--- config.mk ---
export PLATFORM = sky130hd
export DESIGN_NAME = sample_to_ascii_frame_flat
export DESIGN_NICKNAME = d
export VERILOG_FILES = /design/src/design/s2a_pkg.sv /design/src/design/s2a_req_if.sv /design/src/design/s2a_rsp_if.sv /design/src/design/s2a_convert.sv /design/src/design/s2a_serializer.sv /design/src/design/sample_to_ascii_frame.sv /design/src/flat_wrapper.sv
export SDC_FILE = /design/constraint.sdc
export NUM_CORES = 1
export LEC_CHECK = 0
export BUFFER_PORTS_ARGS = -buffer_cell sky130_fd_sc_hd__buf_2
export CAP_MARGIN = 10
export CELL_PAD_IN_SITES_DETAIL_PLACEMENT = 0
export CELL_PAD_IN_SITES_GLOBAL_PLACEMENT = 1
export CORE_MARGIN = 2
export CORE_UTILIZATION = 25
export DETAILED_ROUTE_END_ITERATION = 8
export PLACE_DENSITY = 0.58
export SLEW_MARGIN = 0
export SYNTH_ARGS = -nofsm -noshare
export SYNTH_HDL_FRONTEND = slang
export SYNTH_SLANG_ARGS = --single-unit
--- constraint.sdc ---
create_clock -name clock -period 6.63 [get_ports clock]
set_clock_uncertainty 0.2 [all_clocks]
set_input_delay 1.326 -clock clock [delete_from_list [all_inputs] [get_ports clock]]
set_output_delay 1.326 -clock clock [all_outputs]
set_load 0.05 [all_outputs]
--- src/design/s2a_pkg.sv ---
// Package for the sample-to-ASCII frame block: frame byte codes, digit
// extraction types and the decimal digit step function.
// No dependencies; compile first.
`timescale 1ns / 1ps
`default_nettype none

package s2a_pkg;

   localparam int FRAME_LEN = 8;
   localparam int DIGIT_W   = 14;   // holds every in-range scaled value

   localparam logic [7:0] STX_BYTE  = 8'h02;
   localparam logic [7:0] DOT_BYTE  = 8'h2E;
   localparam logic [7:0] CR_BYTE   = 8'h0D;
   localparam logic [7:0] ETX_BYTE  = 8'h03;
   localparam logic [7:0] STAR_BYTE = 8'h2A;
   localparam logic [7:0] ZERO_CHAR = 8'h30;

   localparam logic [DIGIT_W-1:0] SCALED_MAX = 14'd9999;
   localparam logic [DIGIT_W-1:0] UNIT_THOU  = 14'd1000;
   localparam logic [DIGIT_W-1:0] UNIT_HUND  = 14'd100;
   localparam logic [DIGIT_W-1:0] UNIT_TEN   = 14'd10;

   typedef logic [FRAME_LEN-1:0][7:0] frame_type;

   typedef struct packed {
      logic [3:0]         digit;
      logic [DIGIT_W-1:0] rem;
   } digit_step_type;

   // One decimal digit: nine parallel compares against multiples of unit,
   // highest hit wins. Callers pass constant units and v < 10 * unit.
   function automatic digit_step_type digit_step(input logic [DIGIT_W-1:0] v,
                                                 input logic [DIGIT_W-1:0] unit);
      digit_step_type r;
      logic [DIGIT_W-1:0] mult;
      r.digit = 4'd0;
      r.rem   = v;
      for (int k = 1; k <= 9; k++) begin
         mult = DIGIT_W'(unit * DIGIT_W'(k));
         if (v >= mult) begin
            r.digit = 4'(k);
            r.rem   = v - mult;
         end
      end
      return r;
   endfunction

endpackage

`default_nettype wire

--- src/design/s2a_req_if.sv ---
// Request channel interface: valid/ready handshake carrying one sample word.
// Depends on nothing.
`timescale 1ns / 1ps
`default_nettype none

interface s2a_req_if #(
   parameter int SAMPLE_BITS = 10
);
   logic                   valid;
   logic                   ready;
   logic [SAMPLE_BITS-1:0] sample;

   modport source (output valid, output sample, input ready);
   modport sink   (input valid, input sample, output ready);
endinterface

`default_nettype wire

--- src/design/s2a_rsp_if.sv ---
// Response channel interface: valid/ready handshake carrying one frame byte
// and its last-byte flag. Depends on nothing.
`timescale 1ns / 1ps
`default_nettype none

interface s2a_rsp_if;
   logic       valid;
   logic       ready;
   logic [7:0] out_byte;
   logic       last_byte;

   modport source (output valid, output out_byte, output last_byte, input ready);
   modport sink   (input valid, input out_byte, input last_byte, output ready);
endinterface

`default_nettype wire

--- src/design/s2a_convert.sv ---
// Combinational scale-by-7/4 and decimal conversion into an 8-byte frame.
// Depends on s2a_pkg.
`timescale 1ns / 1ps
`default_nettype none

module s2a_convert
   import s2a_pkg::*;
#(
   parameter int SAMPLE_BITS = 10
) (
   input  wire logic [SAMPLE_BITS-1:0] sample,
   output frame_type                   frame
);

   localparam int PROD_W = SAMPLE_BITS + 3;
   localparam int VAL_W  = SAMPLE_BITS + 1;
   localparam int CMP_W  = (VAL_W > DIGIT_W) ? VAL_W : DIGIT_W;

   logic [PROD_W-1:0]  prod;
   logic [VAL_W-1:0]   val;
   logic [CMP_W-1:0]   val_ext;
   logic               ovf;
   logic [DIGIT_W-1:0] v;
   digit_step_type     thou, hund, tens;

   // 7 * sample as 8x - x, then truncate two bits
   assign prod    = {sample, 3'b000} - {3'b000, sample};
   assign val     = prod[PROD_W-1:2];
   assign val_ext = CMP_W'(val);
   assign ovf     = val_ext > CMP_W'(SCALED_MAX);
   assign v       = val_ext[DIGIT_W-1:0];

   assign thou = digit_step(v, UNIT_THOU);
   assign hund = digit_step(thou.rem, UNIT_HUND);
   assign tens = digit_step(hund.rem, UNIT_TEN);

   always_comb begin
      frame[0] = STX_BYTE;
      frame[2] = DOT_BYTE;
      frame[6] = CR_BYTE;
      frame[7] = ETX_BYTE;
      if (ovf) begin
         frame[1] = STAR_BYTE;
         frame[3] = STAR_BYTE;
         frame[4] = STAR_BYTE;
         frame[5] = STAR_BYTE;
      end else begin
         frame[1] = ZERO_CHAR + {4'h0, thou.digit};
         frame[3] = ZERO_CHAR + {4'h0, hund.digit};
         frame[4] = ZERO_CHAR + {4'h0, tens.digit};
         frame[5] = ZERO_CHAR + {4'h0, tens.rem[3:0]};
      end
   end

endmodule

`default_nettype wire

--- src/design/s2a_serializer.sv ---
// Frame register and byte serializer: holds one 8-byte frame and shifts it
// out a word per handshake. Depends on s2a_pkg and s2a_rsp_if.
`timescale 1ns / 1ps
`default_nettype none

module s2a_serializer
   import s2a_pkg::*;
(
   input  wire logic      clock,
   input  wire logic      reset,
   input  wire logic      load,
   input  wire frame_type frame,
   output logic           free,
   s2a_rsp_if.source      rsp_chan
);

   localparam int CNT_W = $clog2(FRAME_LEN + 1);

   frame_type        frame_ff, frame_in;
   logic [CNT_W-1:0] cnt_ff, cnt_in;
   logic             take;

   assign take = rsp_chan.valid && rsp_chan.ready;
   // free when empty or when the final byte leaves this cycle
   assign free = (cnt_ff == '0) || ((cnt_ff == CNT_W'(1)) && take);

   always_comb begin
      frame_in = frame_ff;
      cnt_in   = cnt_ff;
      if (load) begin
         frame_in = frame;
         cnt_in   = CNT_W'(FRAME_LEN);
      end else if (take) begin
         frame_in = {8'h00, frame_ff[FRAME_LEN-1:1]};
         cnt_in   = cnt_ff - CNT_W'(1);
      end
   end

   always_ff @(posedge clock) begin
      if (reset) begin
         cnt_ff <= '0;
      end else begin
         cnt_ff <= cnt_in;
      end
   end

   always_ff @(posedge clock) begin
      frame_ff <= frame_in;
   end

   assign rsp_chan.valid     = cnt_ff != '0;
   assign rsp_chan.out_byte  = frame_ff[0];
   assign rsp_chan.last_byte = cnt_ff == CNT_W'(1);

   a_load_when_free: assert property (@(posedge clock) disable iff (reset)
      load |-> (cnt_ff == '0) || ((cnt_ff == CNT_W'(1)) && take))
      else $error("frame loaded over undelivered bytes");

   a_load_count: assert property (@(posedge clock) disable iff (reset)
      load |=> cnt_ff == CNT_W'(FRAME_LEN))
      else $error("frame count not full after load");

   a_first_stx: assert property (@(posedge clock) disable iff (reset)
      load |=> rsp_chan.out_byte == STX_BYTE)
      else $error("frame does not open with STX");

   a_last_etx: assert property (@(posedge clock) disable iff (reset)
      (rsp_chan.valid && rsp_chan.last_byte) |-> rsp_chan.out_byte == ETX_BYTE)
      else $error("last byte is not ETX");

endmodule

`default_nettype wire

--- src/design/sample_to_ascii_frame.sv ---
// A sample accepted on the request channel is held in the input register; the
// converted frame loads into the serializer once it is free, and its first
// word (STX) is valid from then on. Sample throughput is set by the eight-word
// frame drain through one port; the next sample waits in the input register
// while a frame drains.
// Reset (synchronous, active high) empties the input register and serializer.
`timescale 1ns / 1ps
`default_nettype none

module sample_to_ascii_frame
   import s2a_pkg::*;
#(
   parameter int SAMPLE_BITS = 10
) (
   input wire logic   clock,
   input wire logic   reset,
   s2a_req_if.sink    req_chan,
   s2a_rsp_if.source  rsp_chan
);

   // Input register: one sample word and its valid flag.
   logic [SAMPLE_BITS-1:0] smp_ff, smp_in;
   logic                   smp_vld_ff, smp_vld_in;

   logic      req_take;
   logic      ser_free;
   logic      load;
   frame_type frame;

   // Hand the held sample to the serializer as soon as it has room.
   assign load     = smp_vld_ff && ser_free;
   // Accept while empty, or while the held sample moves on this cycle.
   assign req_chan.ready = !smp_vld_ff || ser_free;
   assign req_take = req_chan.valid && req_chan.ready;

   always_comb begin
      smp_in     = smp_ff;
      smp_vld_in = smp_vld_ff;
      if (req_take) begin
         // capture the new word; any held word advances at the same edge
         smp_in     = req_chan.sample;
         smp_vld_in = 1'b1;
      end else if (load) begin
         // drop the flag once the word moves into the frame register
         smp_vld_in = 1'b0;
      end
   end

   always_ff @(posedge clock) begin
      if (reset) begin
         smp_vld_ff <= 1'b0;
      end else begin
         smp_vld_ff <= smp_vld_in;
      end
   end

   always_ff @(posedge clock) begin
      smp_ff <= smp_in;
   end

   // Scale, split into decimal digits and lay out the frame.
   s2a_convert #(
      .SAMPLE_BITS (SAMPLE_BITS)
   ) u_convert (
      .sample (smp_ff),
      .frame  (frame)
   );

   // Hold the frame and advance one word per response handshake.
   s2a_serializer u_serializer (
      .clock    (clock),
      .reset    (reset),
      .load     (load),
      .frame    (frame),
      .free     (ser_free),
      .rsp_chan (rsp_chan)
   );

endmodule

`default_nettype wire
--- src/flat_wrapper.sv ---
// flat-port wrapper written by rule: the top's interface ports become plain ports
module sample_to_ascii_frame_flat import s2a_pkg::*;
#(
   parameter int SAMPLE_BITS = 10
)
  (clock, reset, req_chan_valid, req_chan_sample, req_chan_ready, rsp_chan_valid, rsp_chan_out_byte, rsp_chan_last_byte, rsp_chan_ready);
  s2a_req_if #(.SAMPLE_BITS(SAMPLE_BITS)) req_chan_i ();
  s2a_rsp_if rsp_chan_i ();
  input wire logic clock;
  input wire logic reset;
  input wire logic [$bits(req_chan_i.valid)-1:0] req_chan_valid;
  input wire logic [$bits(req_chan_i.sample)-1:0] req_chan_sample;
  output wire logic [$bits(req_chan_i.ready)-1:0] req_chan_ready;
  output wire logic [$bits(rsp_chan_i.valid)-1:0] rsp_chan_valid;
  output wire logic [$bits(rsp_chan_i.out_byte)-1:0] rsp_chan_out_byte;
  output wire logic [$bits(rsp_chan_i.last_byte)-1:0] rsp_chan_last_byte;
  input wire logic [$bits(rsp_chan_i.ready)-1:0] rsp_chan_ready;
  assign req_chan_i.valid = req_chan_valid;
  assign req_chan_i.sample = req_chan_sample;
  assign req_chan_ready = req_chan_i.ready;
  assign rsp_chan_valid = rsp_chan_i.valid;
  assign rsp_chan_out_byte = rsp_chan_i.out_byte;
  assign rsp_chan_last_byte = rsp_chan_i.last_byte;
  assign rsp_chan_i.ready = rsp_chan_ready;
  sample_to_ascii_frame #(.SAMPLE_BITS(SAMPLE_BITS)) u_core (.clock(clock), .reset(reset), .req_chan(req_chan_i), .rsp_chan(rsp_chan_i));
endmodule
==> impl_metrics.yaml, run 1 <==
cells_and_area:
  fin_nets: 1037
  layout_common_cells: "buf_4, nand2_1, nand3_1"
  syn2layout_area_growth_pct: 57.2
  layout_commonest_cell: "buf_4"
  multi_input_area_mm2: 0.00461
  antenna_cells: 0
  area.sequential_mm2: 0.00133
  fillers: 2231
  fin_area_mm2: 0.00884
  drive_gt1_share_pct: 44.3
worst_setup_path:
  end_kind: "flip-flop"
  start_kind: "flip-flop"
  worstPathArrival_ns: 6.45
  crit_type: "flip-flop to flip-flop"
  crit_required_ns: 6.47
  critPathMaxFanout: 4
sta:
  finalHoldViolations: 0
  fin_crit_ns: 6.61
  setup_viol: 0
  timing.fmax_mhz: 151
  rsz0062_at_grt: "yes"
  period_share_pct: 99.7
  maxSlewViolCount: 0
  tightest_slew_ns: 0.934
  slew-limit-headroom_pct: 37.6
  fin_ws_ns: 0.0177
die:
  dieArea_mm2: 0.0237
  die_x_um: 154
  core-area_mm2: 0.0220
  initial_core_util_pct: 25.6
  die_h_um: 154
  ioPinCount: 25
  num_rows: 54
synth:
  synth-xor-area-share_pct: 3.16
  synth_top_family_by_area: "compound AO/OA/AOI/OAI gates"
  ys_ff_latch: 51
  ys_types: 97
  synth_top_area_share_pct: 16.6
  synth-compound-area-share_pct: 33.8
  synth_area_mm2: 0.00562
  synthTopCellsByArea: "edfxtp_1, nand2_1, dfxtp_1, ha_1, a21oi_1"
  synth_flop_cell: "edfxtp_1"
  avgSynthCellArea_um2: 7.70
  async_reset_ff_share_pct: 0
  yosys.area.top_type: "edfxtp_1"
  synth-edff-count: 31
  yosysWarnings: 0
  synthMuxAreaShare_pct: 2.27
  synth_simple_gate_area_share_pct: 25.0
  synthCells: 730
  ys_seq_area_share_pct: 23.7
  synth_adder_area_share_pct: 6.46
status:
  status: "complete, but fails checks"
  violations: "DRC"
placed_design:
  dp_worst_setup_slack_ns: -0.547
  place.gp.congestion: 0.954
  post-dp-hpwl_um: 17500
  io_buffer_count: 22
  place_area_mm2: 0.00784
global_route:
  gr-usage-all-layers_pct: 18.4
  antenna_found_initial: 0
  overflow: 0
  grt_pass1_wl_um: 35500
  grt_pass1_vias: 6617
  grt_max_degree: 30
drt:
  final_antenna_net_count: 0
  wl_per_cell_um: 17.7
  drc: 1
  drt_wl_total_um: 22600
  drtIter0Drc: 480
  vias: 6754
  routed_via_density: 5.30
  firstDrtPassIters: 7
cts:
  clk_path_buf_depth: 2
  clkTransAtPathRegs_ns: 0.07
  htreeDepth: 2
  clock_latency_ns: 0.29
  cts_hold_buf: 0
  clk_root_buffer_cell: "clkbuf_16"
  cts-buffers-inserted: 5
  cts_sinks: 51
  cts_tree: "done"
hold_path:
  hp-class: "flip-flop to flip-flop"
run:
  drv_cap: 0
## layer usage
metal	up-vias	part of all wire (%)	global-route usage [%]	routed length (um)
met4	0	3.1	6.36	701
li1	3297	-	-	-
met3	48	5.1	2.37	1150
met2	218	46	30.3	10400
met5	-	0	0	0
met1	3191	46	24.7	10300
## final timing paths
check	endpoint	depth (start not counted)	slack, ns	startpoint
hold / removal	u_core.u_serializer.rsp_chan.out_byte[2]	2	0.25	u_core.u_serializer.rsp_chan.out_byte[2]
setup reg to reg	u_core.u_serializer.frame_ff[43]	27	0.02	u_core.smp_ff[0]
setup / recovery	u_core.u_serializer.frame_ff[43]	27	0.02	u_core.smp_ff[0]
hold reg to reg	u_core.u_serializer.rsp_chan.out_byte[2]	2	0.25	u_core.u_serializer.rsp_chan.out_byte[2]
## flip-flops by register name, summed over array words and instances, names as in the netlist
| name | cells |
|---|---|
| u_core.u_serializer.frame_ff | 30 |
| u_core.smp_ff | 10 |
| u_core.u_serializer.rsp_chan.out_byte | 6 |
| u_core.u_serializer.cnt_ff | 4 |
| u_core.smp_vld_ff | 1 |
## kinds of logic (layout without fill, tap and decap cells)
kind of cell,after synthesis,in the layout
and+or+nand+nor,290,290
AOI/OAI and AO/OA,258,258
buffers and inverters,73,337
DFF,51,51
adders and majority gates,29,29
xor gates and xnor gates,16,16
muxes,12,12
other,1,2
## stage by stage
| step | utilization (%) | hold WS, ns | instances | setup TNS (ns) |
|---|---|---|---|---|
| finish | 40.2 | 0.248 | 1275 | 0 |
| CTS | 37.4 | 0.252 | 1257 | 0 |
| floorplan | - | 0.223 | 731 | 0 |
| global route | 40.2 | 0.265 | 1275 | -1.04 |
| detailed placement | 35.7 | 0.240 | 1242 | -2.73 |
| global placement | 35.7 | 0.231 | 1242 | -2.99 |
## Yosys cell counts (11+ instances only)
library cell and n:
dfxtp_1 20, nand2_1 111, o21ai_0 38, clkbuf_1 16, edfxtp_1 31, a21oi_1 48
inv_1 33, a21o_1 11, xnor2_1 11, nand3_1 42, nor2_1 47, nor3_1 22
ha_1 29, o211ai_1 18
## worst max-delay path, stage by stage (launching register included)
cell and delay, ns:
edfxtp_1 0.44, ha_4 0.30, or4b_4 0.49, buf_6 0.15
a211oi_4 0.28, or3_4 0.20, and4_1 0.30, o221ai_4 0.14
mux2_4 0.31, xnor2_4 0.22, buf_4 0.15, ha_1 0.15
nand3_1 0.12, a21oi_2 0.27, a31oi_1 0.11, buf_4 0.16
buf_4 0.13, or3_4 0.37, a31oi_4 0.24, inv_2 0.10
ha_2 0.20, buf_4 0.15, nand2_1 0.07, a21oi_2 0.08
or4b_4 0.50, o32ai_2 0.26, o22ai_1 0.13, o2bb2ai_1 0.14
## layout make-up
cell class,count,share of cell area [%]
multi-input cells,607,52.2
repair buffers,294,25.4
flip-flops and latches,51,15.1
well taps,280,3.96
clock buffers,6,1.70
inverters,35,1.49
clock inverters,2,0.198
## what timing repair did
action | 4_1_cts | 5_1_grt
pin swaps | 18 | 48
endpoints found under the setup margin | 6 | 6
buffers inserted | 7 | 18
endpoints found under the hold margin | 0 | 0
resized for setup | 30 | 105
Power of run 1 is left out: the tool's default activity adds up to more than one toggle a clock period on the data nets, which glitch-free logic cannot reach.
==> run 2: changes to the inputs <==
--- a/config.mk
+++ b/config.mk
@@ -12,7 +12,7 @@
 export CORE_MARGIN = 2
 export CORE_UTILIZATION = 25
 export DETAILED_ROUTE_END_ITERATION = 8
-export PLACE_DENSITY = 0.58
+export PLACE_DENSITY = 0.57
 export SLEW_MARGIN = 0
 export SYNTH_ARGS = -nofsm -noshare
 export SYNTH_HDL_FRONTEND = slang
==> constraint.sdc (replaced) <==
create_clock -name clock -period 6.5 [get_ports clock]
set_clock_uncertainty 0.2 [all_clocks]
set_input_delay 1.3 -clock clock [delete_from_list [all_inputs] [get_ports clock]]
set_output_delay 1.3 -clock clock [all_outputs]
set_load 0.05 [all_outputs]
==> impl_metrics.yaml, run 2 (same netlist as run 1, synthesis figures left out) <==
drt:
  vias: 6795
  drt_wl_total_um: 23100
  final_antenna_net_count: 0
  wl_per_cell_um: 18.0
  routed_via_density: 5.30
  firstDrtPassIters: 5
  drc: 0
  drtIter0Drc: 433
placed_design:
  post-dp-hpwl_um: 17900
  io_buffer_count: 22
  place.gp.congestion: 1.01
worst_setup_path:
  cp-startpoint: "u_core.smp_ff[0]"
  cp_slowest_cell: "or4b_4"
  worstPathArrival_ns: 6.37
  critPathMaxFanout: 7
  reg2reg_slack_ns: -0.01
  end_kind: "flip-flop"
  crit_required_ns: 6.35
  slowest_delay_ns: 0.54
  crit_type: "flip-flop to flip-flop"
  reg2reg_to: "u_core.u_serializer.frame_ff[43]"
  start_kind: "flip-flop"
  worstPathBufferInverterCount: 4
  cpLargestDelayFamily: "simple AND/OR/NAND/NOR gates"
  r2r_cells: 26
  reg2reg_from: "u_core.smp_ff[0]"
cts:
  clkTransAtPathRegs_ns: 0.07
  clock_latency_ns: 0.30
  cts_sinks: 51
  cts-buffers-inserted: 5
  cts_hold_buf: 0
  cts_tree: "done"
  clk_path_buf_depth: 2
  htreeDepth: 2
  clk_root_buffer_cell: "clkbuf_16"
die:
  initial_core_util_pct: 25.6
  dieArea_mm2: 0.0237
  num_rows: 54
  core-area_mm2: 0.0220
  die_h_um: 154
  ioPinCount: 25
  die_x_um: 154
hold_path:
  hp-class: "flip-flop to flip-flop"
  holdPathStages: 2
  min_from: "u_core.u_serializer.frame_ff[56]"
  min_to: "u_core.u_serializer.frame_ff[56]"
sta:
  fin_hold_ws_ns: 0.245
  tightest_slew_ns: 1.01
  rsz0062_at_grt: "yes"
  timing.fmax_mhz: 154
  fin_crit_ns: 6.51
  fin_ws_ns: -0.0124
  setup_viol: 1
  maxSlewViolCount: 0
  slew-limit-headroom_pct: 32.8
  finalHoldViolations: 0
  period_share_pct: 100
cells_and_area:
  fin_nets: 1044
  layout_common_cells: "buf_4, nand2_1, nand3_1"
  fillers: 2232
  drive_gt1_share_pct: 45.8
  largest_reg_flops: 30
  layout_commonest_cell: "buf_4"
  antenna_cells: 0
  regMostFlops: "u_core.u_serializer.frame_ff"
  syn2layout_area_growth_pct: 61.8
run:
  drv_cap: 0
global_route:
  gr-usage-all-layers_pct: 18.8
  grt_pass1_wl_um: 35900
  antenna_found_initial: 0
  grt_pass1_vias: 6625
  grt_max_degree: 30
  overflow: 0
status:
  status: "complete, but fails checks"
  violations: "setup timing"
==> run 2: worst register-to-register path, cell delays in order (launching register included) <==
cell	delay, ns
edfxtp_1	0.44
ha_4	0.30
or4b_4	0.52
mux2i_4	0.22
or2_4	0.25
inv_1	0.08
ha_2	0.23
nor2_1	0.05
o21a_1	0.14
nor2_4	0.15
a211oi_2	0.07
a21o_1	0.21
o31a_1	0.36
buf_12	0.19
buf_4	0.14
or4_1	0.53
nand3_2	0.11
buf_4	0.10
o32a_1	0.19
nor2_1	0.10
o211ai_1	0.24
and4bb_2	0.31
nand2_4	0.09
or4b_4	0.55
o32ai_2	0.27
o22ai_1	0.12
o2bb2ai_1	0.13
==> run 2: final cells by class <==
class                   count  area, um^2  share of cell area, %
clock inverters             1        6.26                 0.0688
flip-flops and latches     51        1330                   14.6
multi-input cells         607        4840                   53.3
repair buffers            301        2280                   25.0
well taps                 280         350                   3.85
inverters                  35         134                   1.47
clock buffers               7         154                   1.69
==> run 2: worst max-delay path by stage <==
| stage | to | slack, ns | depth (start not counted) |
|---|---|---|---|
| after floorplan | u_core.u_serializer.frame_ff[43] | 0.0002 | 27 |
| after global placement | u_core.u_serializer.frame_ff[41] | -0.30 | 24 |
| after detailed placement | u_core.u_serializer.frame_ff[43] | -0.28 | 25 |
| after CTS | u_core.u_serializer.frame_ff[43] | -0.01 | 28 |
| after global routing | u_core.u_serializer.frame_ff[43] | -0.20 | 29 |
| final | u_core.u_serializer.frame_ff[43] | -0.01 | 26 |
==> run 2: what timing repair did <==
action / 4_1_cts / 5_1_grt
gates resized for setup: 61 / 101
pin swaps: 37 / 55
gates cloned: 0 / 0
setup endpoints to repair: 6 / 6
setup buffers: 12 / 21
==> run 2: through the flow <==
stage	area, um^2	setup slack (ns)	util (%)	setup TNS (ns)	instances
floorplan	5700	0.000216	-	0	731
global placement	7860	-0.302	35.8	-1.10	1243
detailed placement	7860	-0.280	35.8	-1.14	1243
CTS	8410	-0.0119	38.3	-0.0119	1262
global route	9090	-0.203	41.4	-0.595	1282
finish	9090	-0.0124	41.4	-0.0124	1282
==> run 2: layer usage <==
metal	up-vias	wire [um]	GRT usage, %
li1	3311	-	-
met2	198	10700	30.9
met3	37	1010	2.25
met1	3249	10800	25.7
met4	0	588	6.05
met5	-	0	0
Power of run 2 is left out for the same reason.
==> run 3: changes to the inputs <==
--- a/config.mk
+++ b/config.mk
@@ -11,6 +11,7 @@
 export CELL_PAD_IN_SITES_GLOBAL_PLACEMENT = 1
 export CORE_MARGIN = 2
 export CORE_UTILIZATION = 25
+export CTS_BUF_LIST = sky130_fd_sc_hd__clkbuf_4 sky130_fd_sc_hd__clkbuf_8
 export DETAILED_ROUTE_END_ITERATION = 8
 export PLACE_DENSITY = 0.57
 export SLEW_MARGIN = 0
==> impl_metrics.yaml, run 3 (same netlist as run 1, synthesis figures left out) <==
status:
  status: "complete, but fails checks"
  violations: "setup timing"
placed_design:
  post-dp-hpwl_um: 17900
  place.gp.congestion: 1.01
  io_buffer_count: 22
cells_and_area:
  antenna_cells: 0
  regMostFlops: "u_core.u_serializer.frame_ff"
  layout_common_cells: "buf_4, nand2_1, nand3_1"
  drive_gt1_share_pct: 46.2
  syn2layout_area_growth_pct: 61.5
  final_core_util_pct: 41.3
  fin_nets: 1050
  layout_commonest_cell: "buf_4"
  largest_reg_flops: 30
worst_setup_path:
  slowest_delay_ns: 0.51
  end_kind: "flip-flop"
  crit_required_ns: 6.39
  crit_type: "flip-flop to flip-flop"
  cp_slowest_cell: "or4b_4"
  critPathMaxFanout: 6
  worstPathArrival_ns: 6.40
  start_kind: "flip-flop"
  r2r_cells: 28
die:
  die_x_um: 154
  num_rows: 54
  initial_core_util_pct: 25.6
  die_h_um: 154
  ioPinCount: 25
  core-area_mm2: 0.0220
  dieArea_mm2: 0.0237
cts:
  clk_root_buffer_cell: "clkbuf_8"
  clkTransAtPathRegs_ns: 0.11
  clk_path_buf_depth: 2
  cts-buffers-inserted: 5
  htreeDepth: 2
  cts_tree: "done"
  cts_sinks: 51
  clock_latency_ns: 0.32
  cts_hold_buf: 0
global_route:
  grt_pass1_vias: 6645
  gr-usage-all-layers_pct: 18.8
  grt_pass1_wl_um: 35800
  grt_max_degree: 30
  antenna_found_initial: 0
  overflow: 0
run:
  drv_cap: 0
sta:
  finalHoldViolations: 0
  slew-limit-headroom_pct: 31.3
  setup_viol: 1
  maxSlewViolCount: 0
  fin_ws_ns: -0.0117
  rsz0062_at_grt: "yes"
  timing.fmax_mhz: 154
  fin_crit_ns: 6.51
  period_share_pct: 100
  tightest_slew_ns: 1.03
hold_path:
  hp-class: "flip-flop to flip-flop"
  holdPathStages: 2
drt:
  routed_via_density: 5.31
  vias: 6841
  firstDrtPassIters: 5
  drtIter0Drc: 445
  drt_wl_total_um: 23300
  final_antenna_net_count: 0
  drc: 0
  wl_per_cell_um: 18.1
## run 3: final cells by class
type / count / area (um^2)
fillers: 2247 / 12900
repair buffers: 307 / 2300
clock inverters: 2 / 36.3
well taps: 280 / 350
multi-input cells: 607 / 4840
clock buffers: 6 / 76.3
flip-flops and latches: 51 / 1330
inverters: 35 / 134
## run 3: repair_timing
| item | 4_1_cts | 5_1_grt |
|---|---|---|
| buffers inserted | 10 | 30 |
| gates resized for setup | 61 | 100 |
| pin swaps | 37 | 61 |
| endpoints found under the setup margin | 6 | 6 |
| cloned | 0 | 0 |
## run 3: final timing paths
check	start	to	slack, ns
min	u_core.u_serializer.frame_ff[56]	u_core.u_serializer.frame_ff[56]	0.25
max	u_core.smp_ff[0]	u_core.u_serializer.frame_ff[41]	-0.01
min reg2reg	u_core.u_serializer.frame_ff[56]	u_core.u_serializer.frame_ff[56]	0.25
max reg2reg	u_core.smp_ff[0]	u_core.u_serializer.frame_ff[41]	-0.01
## run 3: metal layers
metal | routed length [um] | GRT usage [%] | part of all wire (%) | up-vias
li1 | - | - | - | 3327
met1 | 10700 | 25.6 | 46 | 3262
met2 | 10600 | 30.5 | 46 | 200
met3 | 1140 | 2.59 | 4.9 | 52
met4 | 792 | 6.54 | 3.4 | 0
met5 | 0 | 0 | 0 | -
## run 3: through the flow
stage	hold WS [ns]	setup TNS (ns)	setup WS (ns)	cells	cell area [um^2]
2_1_floorplan	0.223	0	0.000216	731	5700
3_3_place_gp	0.234	-1.10	-0.302	1243	7860
4_1_cts	0.253	0	0.00866	1259	8340
5_1_grt	0.270	-0.882	-0.243	1288	9080
3_5_place_dp	0.236	-1.14	-0.280	1243	7860
6_report	0.250	-0.0117	-0.0117	1288	9080
## run 3: critical path: cells and delay by family, from the launching register on
| family | cells | cell delay, ns |
|---|---|---|
| fa+ha+maj | 4 | 0.80 |
| mux | 3 | 0.69 |
| compound gates | 8 | 1.63 |
| simple gates | 8 | 1.65 |
| buf+inv | 4 | 0.58 |
| flops | 1 | 0.45 |
| xor+xnor | 1 | 0.27 |
Power of run 3 is left out for the same reason.
